## src/design/wmre_pkg.sv

```systemverilog
// ============================================================================
// wmre_pkg
// Shared types and constants of the window match run encoder.
// ============================================================================
package wmre_pkg;

  // Size of the byte history and the longest run beyond the first pair.
  localparam int unsigned HISTORY_DEPTH = 8;
  localparam int unsigned MAX_RUN_EXTRA = 7;

  // Field widths fixed by the code format.
  localparam int unsigned BYTE_W      = 8;
  localparam int unsigned OFFSET_W    = 3;
  localparam int unsigned RUN_EXTRA_W = 3;
  localparam int unsigned CODE_W      = 9;
  localparam int unsigned LEN_W       = 4;

  // Code lengths in bits.
  localparam logic [LEN_W-1:0] LEN_EMPTY   = 4'd0;
  localparam logic [LEN_W-1:0] LEN_MATCH   = 4'd5;
  localparam logic [LEN_W-1:0] LEN_RUN     = 4'd8;
  localparam logic [LEN_W-1:0] LEN_LITERAL = 4'd9;

  // Input transaction.
  typedef struct packed {
    logic [BYTE_W-1:0] data_byte;
    logic              end_of_stream;
  } in_item_t;

  // Output transaction.
  typedef struct packed {
    logic [CODE_W-1:0] code_value;
    logic [LEN_W-1:0]  code_length;
    logic              last;
  } out_item_t;

  // Which code the datapath loads into the output register.
  typedef enum logic [2:0] {
    CODE_EMPTY,
    CODE_MATCH,
    CODE_RUN,
    CODE_RUN_INC,
    CODE_LITERAL
  } code_sel_e;

  // Commands from the controller to the datapath.
  typedef struct packed {
    logic      clear;
    logic      emit;
    logic      last;
    code_sel_e code_sel;
    logic      src_in;
    logic      push_held;
    logic      push_held2;
    logic      push_src;
    logic      hold;
    logic      run_inc;
    logic      run_clr;
    logic      capture_pend;
  } dp_cmd_t;

  // Status from the datapath to the controller.
  typedef struct packed {
    logic out_free;
    logic in_eq_held;
    logic found;
    logic run_full;
  } dp_status_t;

endpackage

```

## src/design/wmre_datapath.sv

```systemverilog
// ============================================================================
// wmre_datapath
// History shift line, match search, held match state and output register.
// ============================================================================
module wmre_datapath (
  input  logic                clk_i,
  input  logic                rst_ni,
  input  wmre_pkg::in_item_t  in_item_i,
  input  logic                out_stall_i,
  output logic                out_valid_o,
  output wmre_pkg::out_item_t out_item_o,
  input  wmre_pkg::dp_cmd_t   cmd_i,
  output wmre_pkg::dp_status_t status_o
);

  // History as a shift line: entry 0 is the newest byte, so the index is the offset.
  logic [wmre_pkg::BYTE_W-1:0]      hist_q [wmre_pkg::HISTORY_DEPTH];
  logic [wmre_pkg::BYTE_W-1:0]      held_byte_q;
  logic [wmre_pkg::OFFSET_W-1:0]    held_offset_q;
  logic [wmre_pkg::RUN_EXTRA_W-1:0] run_extra_q;
  logic [wmre_pkg::BYTE_W-1:0]      pend_byte_q;
  logic                             out_valid_q;
  wmre_pkg::out_item_t              out_q;
  wmre_pkg::out_item_t              out_d;

  logic [wmre_pkg::BYTE_W-1:0]      src_byte;
  logic                             found;
  logic [wmre_pkg::OFFSET_W-1:0]    found_off;
  logic [wmre_pkg::RUN_EXTRA_W:0]   run_sum;

  // The byte to encode afresh is the incoming one or the one parked for the second step.
  assign src_byte = cmd_i.src_in ? in_item_i.data_byte : pend_byte_q;

  // Parallel compare against every history entry; the smallest offset wins.
  always_comb begin
    found     = 1'b0;
    found_off = '0;
    for (int o = wmre_pkg::HISTORY_DEPTH - 1; o >= 0; o--) begin
      if (hist_q[o] == src_byte) begin
        found     = 1'b1;
        found_off = wmre_pkg::OFFSET_W'(o);
      end
    end
  end

  assign run_sum = {1'b0, run_extra_q} + {{wmre_pkg::RUN_EXTRA_W{1'b0}}, 1'b1};

  assign status_o.out_free   = !out_valid_q || !out_stall_i;
  assign status_o.in_eq_held = (in_item_i.data_byte == held_byte_q);
  assign status_o.found      = found;
  assign status_o.run_full   =
    (run_sum >= (wmre_pkg::RUN_EXTRA_W + 1)'(wmre_pkg::MAX_RUN_EXTRA));

  // History update: clear at end of stream, otherwise shift in one or two bytes on a push.
  always_ff @(posedge clk_i or negedge rst_ni) begin
    if (!rst_ni) begin
      for (int i = 0; i < wmre_pkg::HISTORY_DEPTH; i++) begin
        hist_q[i] <= '0;
      end
    end else if (cmd_i.clear) begin
      for (int i = 0; i < wmre_pkg::HISTORY_DEPTH; i++) begin
        hist_q[i] <= '0;
      end
    end else if (cmd_i.push_held2) begin
      hist_q[0] <= held_byte_q;
      hist_q[1] <= held_byte_q;
      for (int i = 2; i < wmre_pkg::HISTORY_DEPTH; i++) begin
        hist_q[i] <= hist_q[i-2];
      end
    end else if (cmd_i.push_held || cmd_i.push_src) begin
      hist_q[0] <= cmd_i.push_held ? held_byte_q : src_byte;
      for (int i = 1; i < wmre_pkg::HISTORY_DEPTH; i++) begin
        hist_q[i] <= hist_q[i-1];
      end
    end
  end

  // Held match byte, its offset and the run length.
  always_ff @(posedge clk_i or negedge rst_ni) begin
    if (!rst_ni) begin
      held_byte_q   <= '0;
      held_offset_q <= '0;
      run_extra_q   <= '0;
    end else if (cmd_i.clear) begin
      held_byte_q   <= '0;
      held_offset_q <= '0;
      run_extra_q   <= '0;
    end else if (cmd_i.hold) begin
      held_byte_q   <= src_byte;
      held_offset_q <= found_off;
      run_extra_q   <= '0;
    end else if (cmd_i.run_clr) begin
      run_extra_q   <= '0;
    end else if (cmd_i.run_inc) begin
      run_extra_q   <= run_sum[wmre_pkg::RUN_EXTRA_W-1:0];
    end
  end

  // Byte parked for a second step of encoding.
  always_ff @(posedge clk_i) begin
    if (cmd_i.capture_pend) begin
      pend_byte_q <= in_item_i.data_byte;
    end
  end

  // Code formation for the selected kind of code.
  always_comb begin
    out_d.last = cmd_i.last;
    case (cmd_i.code_sel)
      wmre_pkg::CODE_MATCH: begin
        out_d.code_value  = {{(wmre_pkg::CODE_W - wmre_pkg::OFFSET_W){1'b0}}, held_offset_q};
        out_d.code_length = wmre_pkg::LEN_MATCH;
      end
      wmre_pkg::CODE_RUN: begin
        out_d.code_value  = {2'b00, 1'b1, held_offset_q, run_extra_q};
        out_d.code_length = wmre_pkg::LEN_RUN;
      end
      wmre_pkg::CODE_RUN_INC: begin
        out_d.code_value  = {2'b00, 1'b1, held_offset_q,
                             run_sum[wmre_pkg::RUN_EXTRA_W-1:0]};
        out_d.code_length = wmre_pkg::LEN_RUN;
      end
      wmre_pkg::CODE_LITERAL: begin
        out_d.code_value  = {1'b1, src_byte};
        out_d.code_length = wmre_pkg::LEN_LITERAL;
      end
      default: begin
        out_d.code_value  = '0;
        out_d.code_length = wmre_pkg::LEN_EMPTY;
      end
    endcase
  end

  // Output valid: set on a new code, cleared when the transaction completes.
  always_ff @(posedge clk_i or negedge rst_ni) begin
    if (!rst_ni) begin
      out_valid_q <= 1'b0;
    end else if (cmd_i.emit) begin
      out_valid_q <= 1'b1;
    end else if (!out_stall_i) begin
      out_valid_q <= 1'b0;
    end
  end

  // Output payload register.
  always_ff @(posedge clk_i) begin
    if (cmd_i.emit) begin
      out_q <= out_d;
    end
  end

  assign out_valid_o = out_valid_q;
  assign out_item_o  = out_q;

endmodule

```

## src/design/wmre_ctrl.sv

```systemverilog
// ============================================================================
// wmre_ctrl
// Controller: encoder mode and the two-step sequence for a code that ends
// a pending match or run.
// ============================================================================
module wmre_ctrl (
  input  logic                 clk_i,
  input  logic                 rst_ni,
  input  logic                 in_valid_i,
  input  logic                 in_eos_i,
  output logic                 in_stall_o,
  input  wmre_pkg::dp_status_t status_i,
  output wmre_pkg::dp_cmd_t    cmd_o
);

  typedef enum logic {
    ST_ACCEPT,
    ST_FRESH
  } state_e;

  typedef enum logic [1:0] {
    MODE_IDLE,
    MODE_HELD,
    MODE_RUN
  } mode_e;

  state_e state_q, state_d;
  mode_e  mode_q, mode_d;
  logic   accept;
  logic   do_fresh;

  // Input is taken only in the accept state and when the output register is free.
  assign in_stall_o = !((state_q == ST_ACCEPT) && status_i.out_free);
  assign accept     = in_valid_i && !in_stall_o;

  // Next state and datapath commands.
  always_comb begin
    state_d  = state_q;
    mode_d   = mode_q;
    do_fresh = 1'b0;
    cmd_o          = '0;
    cmd_o.code_sel = wmre_pkg::CODE_EMPTY;
    cmd_o.src_in   = (state_q == ST_ACCEPT);

    case (state_q)
      ST_ACCEPT: begin
        if (accept) begin
          if (in_eos_i) begin
            // End of stream flushes whatever is pending and restarts.
            cmd_o.emit  = 1'b1;
            cmd_o.last  = 1'b1;
            cmd_o.clear = 1'b1;
            mode_d      = MODE_IDLE;
            case (mode_q)
              MODE_HELD: cmd_o.code_sel = wmre_pkg::CODE_MATCH;
              MODE_RUN:  cmd_o.code_sel = wmre_pkg::CODE_RUN;
              default:   cmd_o.code_sel = wmre_pkg::CODE_EMPTY;
            endcase
          end else begin
            case (mode_q)
              MODE_HELD: begin
                if (status_i.in_eq_held) begin
                  cmd_o.push_held2 = 1'b1;
                  cmd_o.run_clr    = 1'b1;
                  mode_d           = MODE_RUN;
                end else begin
                  cmd_o.emit         = 1'b1;
                  cmd_o.code_sel     = wmre_pkg::CODE_MATCH;
                  cmd_o.push_held    = 1'b1;
                  cmd_o.capture_pend = 1'b1;
                  state_d            = ST_FRESH;
                end
              end
              MODE_RUN: begin
                if (status_i.in_eq_held) begin
                  cmd_o.push_held = 1'b1;
                  if (status_i.run_full) begin
                    cmd_o.emit     = 1'b1;
                    cmd_o.code_sel = wmre_pkg::CODE_RUN_INC;
                    cmd_o.run_clr  = 1'b1;
                    mode_d         = MODE_IDLE;
                  end else begin
                    cmd_o.run_inc = 1'b1;
                  end
                end else begin
                  cmd_o.emit         = 1'b1;
                  cmd_o.code_sel     = wmre_pkg::CODE_RUN;
                  cmd_o.run_clr      = 1'b1;
                  cmd_o.capture_pend = 1'b1;
                  state_d            = ST_FRESH;
                end
              end
              default: begin
                do_fresh = 1'b1;
              end
            endcase
          end
        end
      end
      ST_FRESH: begin
        if (status_i.out_free) begin
          do_fresh = 1'b1;
          state_d  = ST_ACCEPT;
        end
      end
      default: begin
        state_d = ST_ACCEPT;
      end
    endcase

    // Fresh encoding: hold a byte found in the history, otherwise send a literal.
    if (do_fresh) begin
      if (status_i.found) begin
        cmd_o.hold = 1'b1;
        mode_d     = MODE_HELD;
      end else begin
        cmd_o.emit     = 1'b1;
        cmd_o.code_sel = wmre_pkg::CODE_LITERAL;
        cmd_o.push_src = 1'b1;
        mode_d         = MODE_IDLE;
      end
    end
  end

  // State and mode registers.
  always_ff @(posedge clk_i or negedge rst_ni) begin
    if (!rst_ni) begin
      state_q <= ST_ACCEPT;
      mode_q  <= MODE_IDLE;
    end else begin
      state_q <= state_d;
      mode_q  <= mode_d;
    end
  end

  // No input is taken while the second step of an item is still due.
  assert property (@(posedge clk_i) disable iff (!rst_ni)
    (state_q == ST_FRESH) |-> in_stall_o)
    else $error("input accepted during second encoding step");

  // A code is only loaded when the output register can take it.
  assert property (@(posedge clk_i) disable iff (!rst_ni)
    cmd_o.emit |-> status_i.out_free)
    else $error("pending output code overwritten");

  // At most one kind of history push per cycle.
  assert property (@(posedge clk_i) disable iff (!rst_ni)
    $onehot0({cmd_o.push_held, cmd_o.push_held2, cmd_o.push_src}))
    else $error("conflicting history pushes");

  // End of stream always returns the encoder to its idle start.
  assert property (@(posedge clk_i) disable iff (!rst_ni)
    (accept && in_eos_i) |=> ((mode_q == MODE_IDLE) && (state_q == ST_ACCEPT)))
    else $error("encoder not idle after end of stream");

endmodule

```

## src/design/window_match_run_encoder_core.sv

```systemverilog
// ============================================================================
// window_match_run_encoder_core
// Byte stream encoder against an eight-byte history with run-length codes.
// ============================================================================
// A byte is taken whenever the output register is free; a byte that ends a
// pending match or run first flushes that code, and its own encoding is searched
// in a second step against the history as that first step left
// it, after the flushed code has gone to the output register. The output
// register holds one code, so a stalled output holds back the input side.
// Codes are right aligned with the first sent bit most significant: a literal
// is 9 bits, a single match 5 bits, a run 8 bits, and an end of stream with
// nothing pending gives one empty code; the code caused by end of stream
// carries last, and the history then starts again from zeros.
module window_match_run_encoder_core (
  input  logic                clk_i,
  input  logic                rst_ni,
  input  logic                in_valid_i,
  output logic                in_stall_o,
  input  wmre_pkg::in_item_t  in_item_i,
  output logic                out_valid_o,
  input  logic                out_stall_i,
  output wmre_pkg::out_item_t out_item_o
);

  wmre_pkg::dp_cmd_t    cmd;
  wmre_pkg::dp_status_t status;

  // Sequencing of each transaction.
  wmre_ctrl u_ctrl (
    .clk_i      (clk_i),
    .rst_ni     (rst_ni),
    .in_valid_i (in_valid_i),
    .in_eos_i   (in_item_i.end_of_stream),
    .in_stall_o (in_stall_o),
    .status_i   (status),
    .cmd_o      (cmd)
  );

  // History, search and output register.
  wmre_datapath u_datapath (
    .clk_i       (clk_i),
    .rst_ni      (rst_ni),
    .in_item_i   (in_item_i),
    .out_stall_i (out_stall_i),
    .out_valid_o (out_valid_o),
    .out_item_o  (out_item_o),
    .cmd_i       (cmd),
    .status_o    (status)
  );

endmodule

```

## config.mk

```make
export PLATFORM = sky130hd
export DESIGN_NAME = window_match_run_encoder_core
export DESIGN_NICKNAME = d
export VERILOG_FILES = /design/src/design/wmre_pkg.sv /design/src/design/wmre_datapath.sv /design/src/design/wmre_ctrl.sv /design/src/design/window_match_run_encoder_core.sv
export SDC_FILE = /design/constraint.sdc
export NUM_CORES = 1
export LEC_CHECK = 0
export BUFFER_PORTS_ARGS = -buffer_cell sky130_fd_sc_hd__buf_2
export CORE_MARGIN = 2
export CORE_UTILIZATION = 23
export DETAILED_ROUTE_END_ITERATION = 7
export PLACE_DENSITY = 0.46
export SYNTH_ARGS = -nofsm -noshare
export SYNTH_HDL_FRONTEND = slang
export SYNTH_SLANG_ARGS = --single-unit
export TNS_END_PERCENT = 30
```

## constraint.sdc

```tcl
create_clock -name clk_i -period 8.95 [get_ports clk_i]
set_clock_uncertainty 0.05 [all_clocks]
set_input_delay 1.79 -clock clk_i [delete_from_list [all_inputs] [get_ports clk_i]]
set_output_delay 1.79 -clock clk_i [all_outputs]
set_load 0.01 [all_outputs]
```

Word-level counts from Yosys, hierarchy flattened
Cells that the tools add are included.

cells by class
  order comparisons = 1
  reductions and logical operators = 15
  muxes and demuxes = 85
  bitwise logic cells = 2
  eq/ne operators = 20
  $add $sub $neg = 1

operators with widths
  kind                   count
  $mux W64               3
  $eq A8 B8 Y1           9
  $mux W3                20
  $pmux W13 S4           1
  $mux W1                34
  $mux W8                4
  $mux W2                13
  $mux W6                2
  $ne A4 B3 Y1 const B   3
  $pmux W2 S2            3
  $pmux W1 S2            4
  $reduce_bool A4 Y1     2
  $eq A3 B2 Y1 const B   2
  $pmux W3 S2            1
  $reduce_and A6 Y1      1
  $add A3 B1 Y4 const B  1
  $ge A4 B3 Y1 const B   1
  $reduce_bool A2 Y1     2
  $reduce_or A2 Y1       2
  $eq A3 B1 Y1 const B   1
  $eq A3 B3 Y1 const B   1
  $logic_not A1 Y1       3
  $reduce_bool A3 Y1     1
  $eq A2 B1 Y1 const B   1
  other kinds (6)        9

storage, ports and cells
  output and inout bits = 16
  input port bits = 13
  register bits = 104
  word-level logic and storage cells = 142

Logic depth before layout (Yosys ltp)
Gate-level depths: netlist of run 1.

  depth in word-level cells = 16
  mapped depth = 13

Hierarchy
From an unflattened synthesis of run 1, not the netlist that was laid out.

unflattened totals
  cells, all modules = 595
  area total of the unflattened synthesis = 5861.9 µm²

modules (own cells, without submodules)
  module         times used  area each (µm²)  sequential area each (µm²)  cells an instance
  wmre_datapath  1           5427.7           2607.5                      536
  wmre_ctrl      1           434.2            75.1                        59

Worst setup path before layout of run 1
OpenSTA, ideal clock, no wires.

  path type = input to register
  start = input port in_item_i[7] (netlist bit)
  end = register u_datapath.out_q (netlist bit u_datapath.out_item_o[0]), enable pin
  setup slack = 4.844 ns
  arrival = 3.700 ns
  library setup time = 0.356 ns
  stages = 10
  cell sequence = mux2i_1 buf_2 xnor2_1 nor4_1 nand2_1 nand4_2 or3_4 buf_4 buf_2 nand2_1

RTL lines
  element               RTL line                             RTL
  start, declared       window_match_run_encoder_core.sv:19  input wmre_pkg::in_item_t in_item_i,
  end signal, assigned  wmre_datapath.sv:148                 out_q <= out_d;
  end, declared         wmre_datapath.sv:23                  wmre_pkg::out_item_t out_q;

Final worst setup path of run 1
  start = input port in_item_i[5] (netlist bit)
  end = register u_datapath.hist_q[63] (netlist bit)

between the ends
  longest elaborated chain between the ends = 14
  elaborated cells on any way between the ends = 33

ends and longest elaborated chain
  element                        RTL line             RTL
  $mux W8                        wmre_datapath.sv:32  assign src_byte = cmd_i.src_in ? in_item_i.data_byte : pend_byte_q;
  $eq A8 B8 Y1                   wmre_datapath.sv:39  if (hist_q[o] == src_byte) begin
  $mux W1 (8 in series)          wmre_datapath.sv:39
  $mux W1                        wmre_ctrl.sv:113     if (status_i.found) begin
  $mux W2                        wmre_ctrl.sv:112     if (do_fresh) begin
  $logic_or A1 B1 Y1             wmre_datapath.sv:70  end else if (cmd_i.push_held || cmd_i.push_src) begin
  $reduce_bool A3 Y1 (no line)   --
  end signal, assigned by index  wmre_datapath.sv:68  hist_q[i] <= hist_q[i-2];
  end signal, assigned by index  wmre_datapath.sv:73  hist_q[i] <= hist_q[i-1];
  end, declared                  wmre_datapath.sv:17  logic [wmre_pkg::BYTE_W-1:0] hist_q [wmre_pkg::HISTORY_DEPTH];

Parallel ways exist; a longest one is shown, timed or not. The select of a mux whose other input is x is not followed.
A chain may end at the register's enable or synchronous reset.

==> results.ini, run 1 <==
[clock_tree]
clk_latency_ns=0.36
post_cts.resized_instances=0
post_cts_hold_buffer_count=0
tritoncts=done
cts_inserted_buffers=9
cts_max_level=3
clock_tree.buffer_depth=2
cts_root_buffer=sky130_fd_sc_hd__clkbuf_16
clock-sinks=103
post_cts.repair.setup_buffers=0
clkSlewWorstSetupHoldPaths_ns=0.07

[cells_and_area]
design_area_mm2=0.006531
antenna_diode_count=0
area_growth_pct=11.30
nFillCells=2691
multi_input_comb_area_mm2=0.002899
ff_latch_area_mm2=0.002683
fin_nets=553
drive_above_1_share_pct=11.85

[hold_path]
startpoint_of_the_tightest_hold_check_path=u_datapath.hist_q[4]$_DFFE_PN0P_
timing.hold.worst.class=reg2reg

[placed_design]
hpwl_mm=10.19
port_buffers=27
preCtsSetupSlack_ns=3.933
globalplace.congestion=0.8042
place_area_mm2=0.006212

[worst_setup_path]
reg2reg_from=u_ctrl.state_q$_DFF_PN0_
worst_setup_start_kind=input port
timing_worst_setup_path_type=in2reg
data_arrival_time_at_the_worst_slack_endpoint_ns=4.92
timing.critical_path.to_type=flip-flop
setup.worst_path.end=u_datapath.hist_q[63]$_DFFE_PN0P_
crit_required_ns=9.20
cp-startpoint=in_item_i[5]
ff2ff_path_depth=9
path_max_fanout=36
worstReg2RegEnd=u_datapath.hist_q[63]$_DFFE_PN0P_
r2r_setup_slack_ns=4.93

[yosys]
syn_nets=549
avgSynthCellArea_um2=11.05
post-synth-top-count-cell=sky130_fd_sc_hd__dfrtp_1
async_flop_share_pct=79.61
synth_area_mm2=0.005868
yosys_warns=0
synth.yosys.seq_area_share_pct=45.71
synth_top_area_share_pct=34.97
syn-instance-count=531
ys_ff_latch=103
synth.distinct_cells=50
synth_top_cells_by_count=82 x sky130_fd_sc_hd__dfrtp_1, 74 x sky130_fd_sc_hd__xnor2_1, 62 x sky130_fd_sc_hd__mux2i_1
synth.area.top_cells=sky130_fd_sc_hd__dfrtp_1 35%, sky130_fd_sc_hd__xnor2_1 11%, sky130_fd_sc_hd__edfxtp_1 11%
ys.flop_type=sky130_fd_sc_hd__dfrtp_1
synth_top_cell_by_area=sky130_fd_sc_hd__dfrtp_1
synth_enable_flop_cells=21

[die]
io-pin-count=29
num_rows=58
floorplan.die.height_um=163.7
die_area_mm2=0.02681
initial_core_util_pct=23.37
dieWidth_um=163.7
core-area_mm2=0.02511

[timing]
fmax_mhz=214.3
fin_crit_sh_pct=52.15
fin_tns_setup_ns=0
finish_stage_setup_viols=0
clock_period_minus_worst_slack_ns=4.667
maxSlewHeadroom_pct=13.90
max_slew_violation_count=0
timing_worst_slew_pin_value_ns=1.283
postLayoutSetupSlackWorst_ns=4.283
rsz0062_at_grt=false
timing.final.hold_violations=0

[global_route]
grt_pass1_wl_mm=24.93
leftover_overflow_at_the_end_of_global_routing=0
pin_count_of_the_biggest_net_entering_global_routing=83
antenna_found_initial=0
first_global_vias=4264
global_route.usage.total_pct=11.99

[routing]
wl_per_cell_um=17.55
detail_route.wirelength_mm=15.27
routed_via_count=4153
drtPass1Iterations=4
post_drt_via_cell_ratio=4.774
detailedRoute.firstIterationViolations=218
drcViolationCount=0
routed_antenna_nets=0

[power]
power.ir.vdd_worst_mv=0.1303
leakagePower_uw=0.002788
power_per_cell_area_mw_per_mm2=280.5

[job]
max-cap-violations=0

[outcome]
outcome=finished clean

metrics by stage:
stage	hold slack (ns)	util, %	power (µW)	std cells
2_1_floorplan	0.4265	-	1244	531
3_3_place_gp	0.4480	24.74	1406	854
3_5_place_dp	0.4485	24.74	1411	854
4_1_cts	0.4659	26.01	1853	870
5_1_grt	0.4842	26.01	1951	870
6_report	0.4689	26.01	1832	870
worst min path at each step:
stage	endpoint	slack [ns]	cells after the start
4_1_cts	u_datapath.hist_q[4]$_DFFE_PN0P_	0.47	1
3_3_place_gp	u_datapath.hist_q[6]$_DFFE_PN0P_	0.45	1
3_5_place_dp	u_datapath.hist_q[2]$_DFFE_PN0P_	0.45	1
6_report	u_datapath.hist_q[4]$_DFFE_PN0P_	0.47	1
5_1_grt	u_datapath.hist_q[4]$_DFFE_PN0P_	0.48	1
2_1_floorplan	u_datapath.hist_q[2]$_DFFE_PN0P_	0.43	1
power by group:
part / total [µW] / switching (µW) / internal, µW
combinational: 577 / 296 / 281
clock: 431 / 186 / 246
sequential: 824 / 189 / 635
placed cells by master, fill, tap and decap left out, drive strengths merged, types with 2 or more instances in the layout:
cell type and instances:
dfrtp 82, xnor2 74, mux2i 66, nor2 41, buf 34, o2bb2ai 28
a211oi 28, nand2 23, edfxtp 21, o21ai 18, nor4 17, nand3 16
nor3 9, clkbuf 9, a221o 8, inv 8, a21oi 7, nand4 7
a22oi 5, ha 5, o21a 3, nor2b 2, a21boi 2, a22o 2
o221ai 2, a31o 2, a211o 2, a21o 2, xor2 2, bufinv 2
and2 2, o31ai 2, clkinv 2
state kept, by name, indices dropped and copies added, names as in the netlist:
name and count:
u_datapath.hist_q 64, u_datapath.out_item_o 13, u_datapath.held_byte_q 8, u_datapath.pend_byte_q 8, u_datapath.held_offset_q 3, u_datapath.run_extra_q 3, u_ctrl.mode_q 2, u_ctrl.state_q 1
u_datapath.out_valid_o 1
logic make-up after synthesis:
| kind of cell | Yosys count | synth area share, % |
|---|---|---|
| other cells | 1 | 0.06390 |
| mux | 66 | 11.51 |
| fa+ha+maj | 5 | 1.066 |
| compound gates | 114 | 14.73 |
| xor+xnor | 76 | 11.34 |
| buf+inv | 47 | 5.330 |
| simple gates | 119 | 10.23 |
| flops | 103 | 45.71 |
worst max-delay path, stage by stage:
cell and delay (ns):
sky130_fd_sc_hd__buf_2 0.13, sky130_fd_sc_hd__mux2i_2 0.77, sky130_fd_sc_hd__xnor2_1 0.16, sky130_fd_sc_hd__nor4_1 0.43, sky130_fd_sc_hd__nand2_1 0.21, sky130_fd_sc_hd__nand4_1 0.24
sky130_fd_sc_hd__or3_4 0.33, sky130_fd_sc_hd__inv_6 0.09, sky130_fd_sc_hd__nor2_8 0.48, sky130_fd_sc_hd__a221o_1 0.24
layout make-up:
| cell class | instances | area share [%] |
|---|---|---|
| repair buffers | 34 | 2.912 |
| flip-flops and latches | 103 | 41.07 |
| clock buffers | 9 | 3.448 |
| well taps | 330 | 6.322 |
| clock inverters | 7 | 1.437 |
| multi-input cells | 381 | 44.39 |
| inverters | 6 | 0.4215 |
routing by layer:
| layer | global-route usage, % | routed length, µm |
|---|---|---|
| met1 | 17.19 | 7680 |
| met2 | 18.18 | 6880 |
| met3 | 2.475 | 529 |
| met4 | 3.389 | 181 |
| met5 | 0 | 0 |
Power figures use the tool's default switching activity.
==> inputs of run 2 (changes only) <==
==> constraint.sdc (replaced) <==
create_clock -name clk_i -period 4.9 [get_ports clk_i]
set_clock_uncertainty 0.05 [all_clocks]
set_input_delay 0.98 -clock clk_i [delete_from_list [all_inputs] [get_ports clk_i]]
set_output_delay 0.98 -clock clk_i [all_outputs]
set_load 0.01 [all_outputs]
==> run 2 against run 1 <==
Final cell count increased by 0.80%. Utilization grew 0.28 points. Register-to-register slack worse by 4.0 ns.
==> results.ini, run 2 (same netlist as run 1, synthesis figures left out) <==
[routing]
detail_route.wirelength_mm=15.15
routed_antenna_nets=0
drcViolationCount=0
post_drt_via_cell_ratio=4.696
wl_per_cell_um=17.27
detailedRoute.firstIterationViolations=295
drtPass1Iterations=4
routed_via_count=4118

[die]
die_area_mm2=0.02681
num_rows=58
initial_core_util_pct=23.37
dieWidth_um=163.7
io-pin-count=29
floorplan.die.height_um=163.7
core-area_mm2=0.02511

[timing]
max_slew_violation_count=0
maxSlewHeadroom_pct=33.82
timing.final.hold_violations=0
clock_period_minus_worst_slack_ns=3.934
fin_tns_setup_ns=0
fmax_mhz=254.2
timing_worst_slew_pin_value_ns=0.9926
postLayoutSetupSlackWorst_ns=0.9655
rsz0062_at_grt=false
finish_stage_setup_viols=0
fin_crit_sh_pct=80.30

[global_route]
antenna_found_initial=0
leftover_overflow_at_the_end_of_global_routing=0
grt_pass1_wl_mm=24.56
first_global_vias=4285
pin_count_of_the_biggest_net_entering_global_routing=57
global_route.usage.total_pct=11.90

[power]
finalPower_uw=3393
power.ir.vdd_worst_mv=0.2206
power_per_cell_area_mw_per_mm2=514.0
leakagePower_uw=0.002833

[clock_tree]
clock_tree.buffer_depth=2
cts_max_level=3
cts_root_buffer=sky130_fd_sc_hd__clkbuf_16
tritoncts=done
clk_latency_ns=0.36
clkSlewWorstSetupHoldPaths_ns=0.07
post_cts_hold_buffer_count=0
cts_inserted_buffers=9
post_cts.repair.setup_buffers=0
clock-sinks=103
post_cts.resized_instances=0

[cells_and_area]
leading_cell_type_in_the_layout_fill_and_taps_excluded=sky130_fd_sc_hd__dfrtp_1
largest_reg_flops=64
area_growth_pct=12.52
regMostFlops=u_datapath.hist_q
final_cell_mix=82 x sky130_fd_sc_hd__dfrtp_1, 74 x sky130_fd_sc_hd__xnor2_1, 62 x sky130_fd_sc_hd__mux2i_1
nFillCells=2667
multi_input_comb_area_mm2=0.002899
ff_latch_area_mm2=0.002683
antenna_diode_count=0
finalCoreUtilization_pct=26.30
design_area_mm2=0.006603
drive_above_1_share_pct=12.98
fin_nets=560

[worst_setup_path]
worst_setup_start_kind=flip-flop
crit_required_ns=5.14
timing.critical_path.to_type=flip-flop
timing_worst_setup_path_type=reg2reg
data_arrival_time_at_the_worst_slack_endpoint_ns=4.18
path_max_fanout=36

[outcome]
outcome=finished clean

[placed_design]
place_area_mm2=0.006265
preCtsSetupSlack_ns=0.7571
hpwl_mm=10.53
globalplace.congestion=0.7826
port_buffers=27

[hold_path]
timing.hold.worst.class=reg2reg

[job]
max-cap-violations=0

[run 2: area by class of cell]
| type | count | area share (%) |
|---|---|---|
| repair buffers | 41 | 3.676 |
| clock buffers | 10 | 3.468 |
| multi-input cells | 381 | 43.91 |
| inverters | 6 | 0.4169 |
| flip-flops and latches | 103 | 40.63 |
| well taps | 330 | 6.254 |
| clock inverters | 6 | 1.649 |
[run 2: critical path, stage by stage (launching register included)]
cell	delay, ns
sky130_fd_sc_hd__dfrtp_1	0.76
sky130_fd_sc_hd__mux2i_2	0.72
sky130_fd_sc_hd__xnor2_1	0.15
sky130_fd_sc_hd__nor4_1	0.56
sky130_fd_sc_hd__nand2_1	0.18
sky130_fd_sc_hd__nand4_2	0.21
sky130_fd_sc_hd__or3_4	0.35
sky130_fd_sc_hd__inv_6	0.09
sky130_fd_sc_hd__nor2_8	0.51
sky130_fd_sc_hd__a221o_1	0.26
[run 2: where the power goes]
group	internal (µW)	total [µW]	switching (µW)
Sequential	1160	1490	333
Clock	499	829	330
Combinational	519	1070	553
[run 2: worst paths after layout]
check	slack [ns]	startpoint	cells past startpoint	endpoint
worst max-delay path	0.97	u_ctrl.state_q$_DFF_PN0_	9	u_datapath.hist_q[61]$_DFFE_PN0P_
worst min-delay path	0.47	u_datapath.hist_q[3]$_DFFE_PN0P_	1	u_datapath.hist_q[3]$_DFFE_PN0P_
worst max register to register	0.97	u_ctrl.state_q$_DFF_PN0_	9	u_datapath.hist_q[61]$_DFFE_PN0P_
worst min register to register	0.47	u_datapath.hist_q[3]$_DFFE_PN0P_	1	u_datapath.hist_q[3]$_DFFE_PN0P_
max in group asynchronous	3.26	rst_ni	2	u_datapath.hist_q[6]$_DFFE_PN0P_
min in group asynchronous	0.56	rst_ni	1	u_datapath.hist_q[40]$_DFFE_PN0P_
[run 2: layer usage]
| layer | vias to the layer above | part of all wire, % | GRT usage (%) |
|---|---|---|---|
| li1 | 1969 | - | - |
| met1 | 2063 | 51 | 16.84 |
| met2 | 77 | 45 | 18.58 |
| met3 | 9 | 3.2 | 2.222 |
| met4 | 0 | 0.70 | 3.270 |
| met5 | - | 0 | 0 |
[run 2: through the flow]
stage          instances  hold slack [ns]
6_report             877           0.4667
5_1_grt              877           0.4896
4_1_cts              877           0.4671
3_5_place_dp         861           0.4484
3_3_place_gp         861           0.4499
2_1_floorplan        531           0.4265
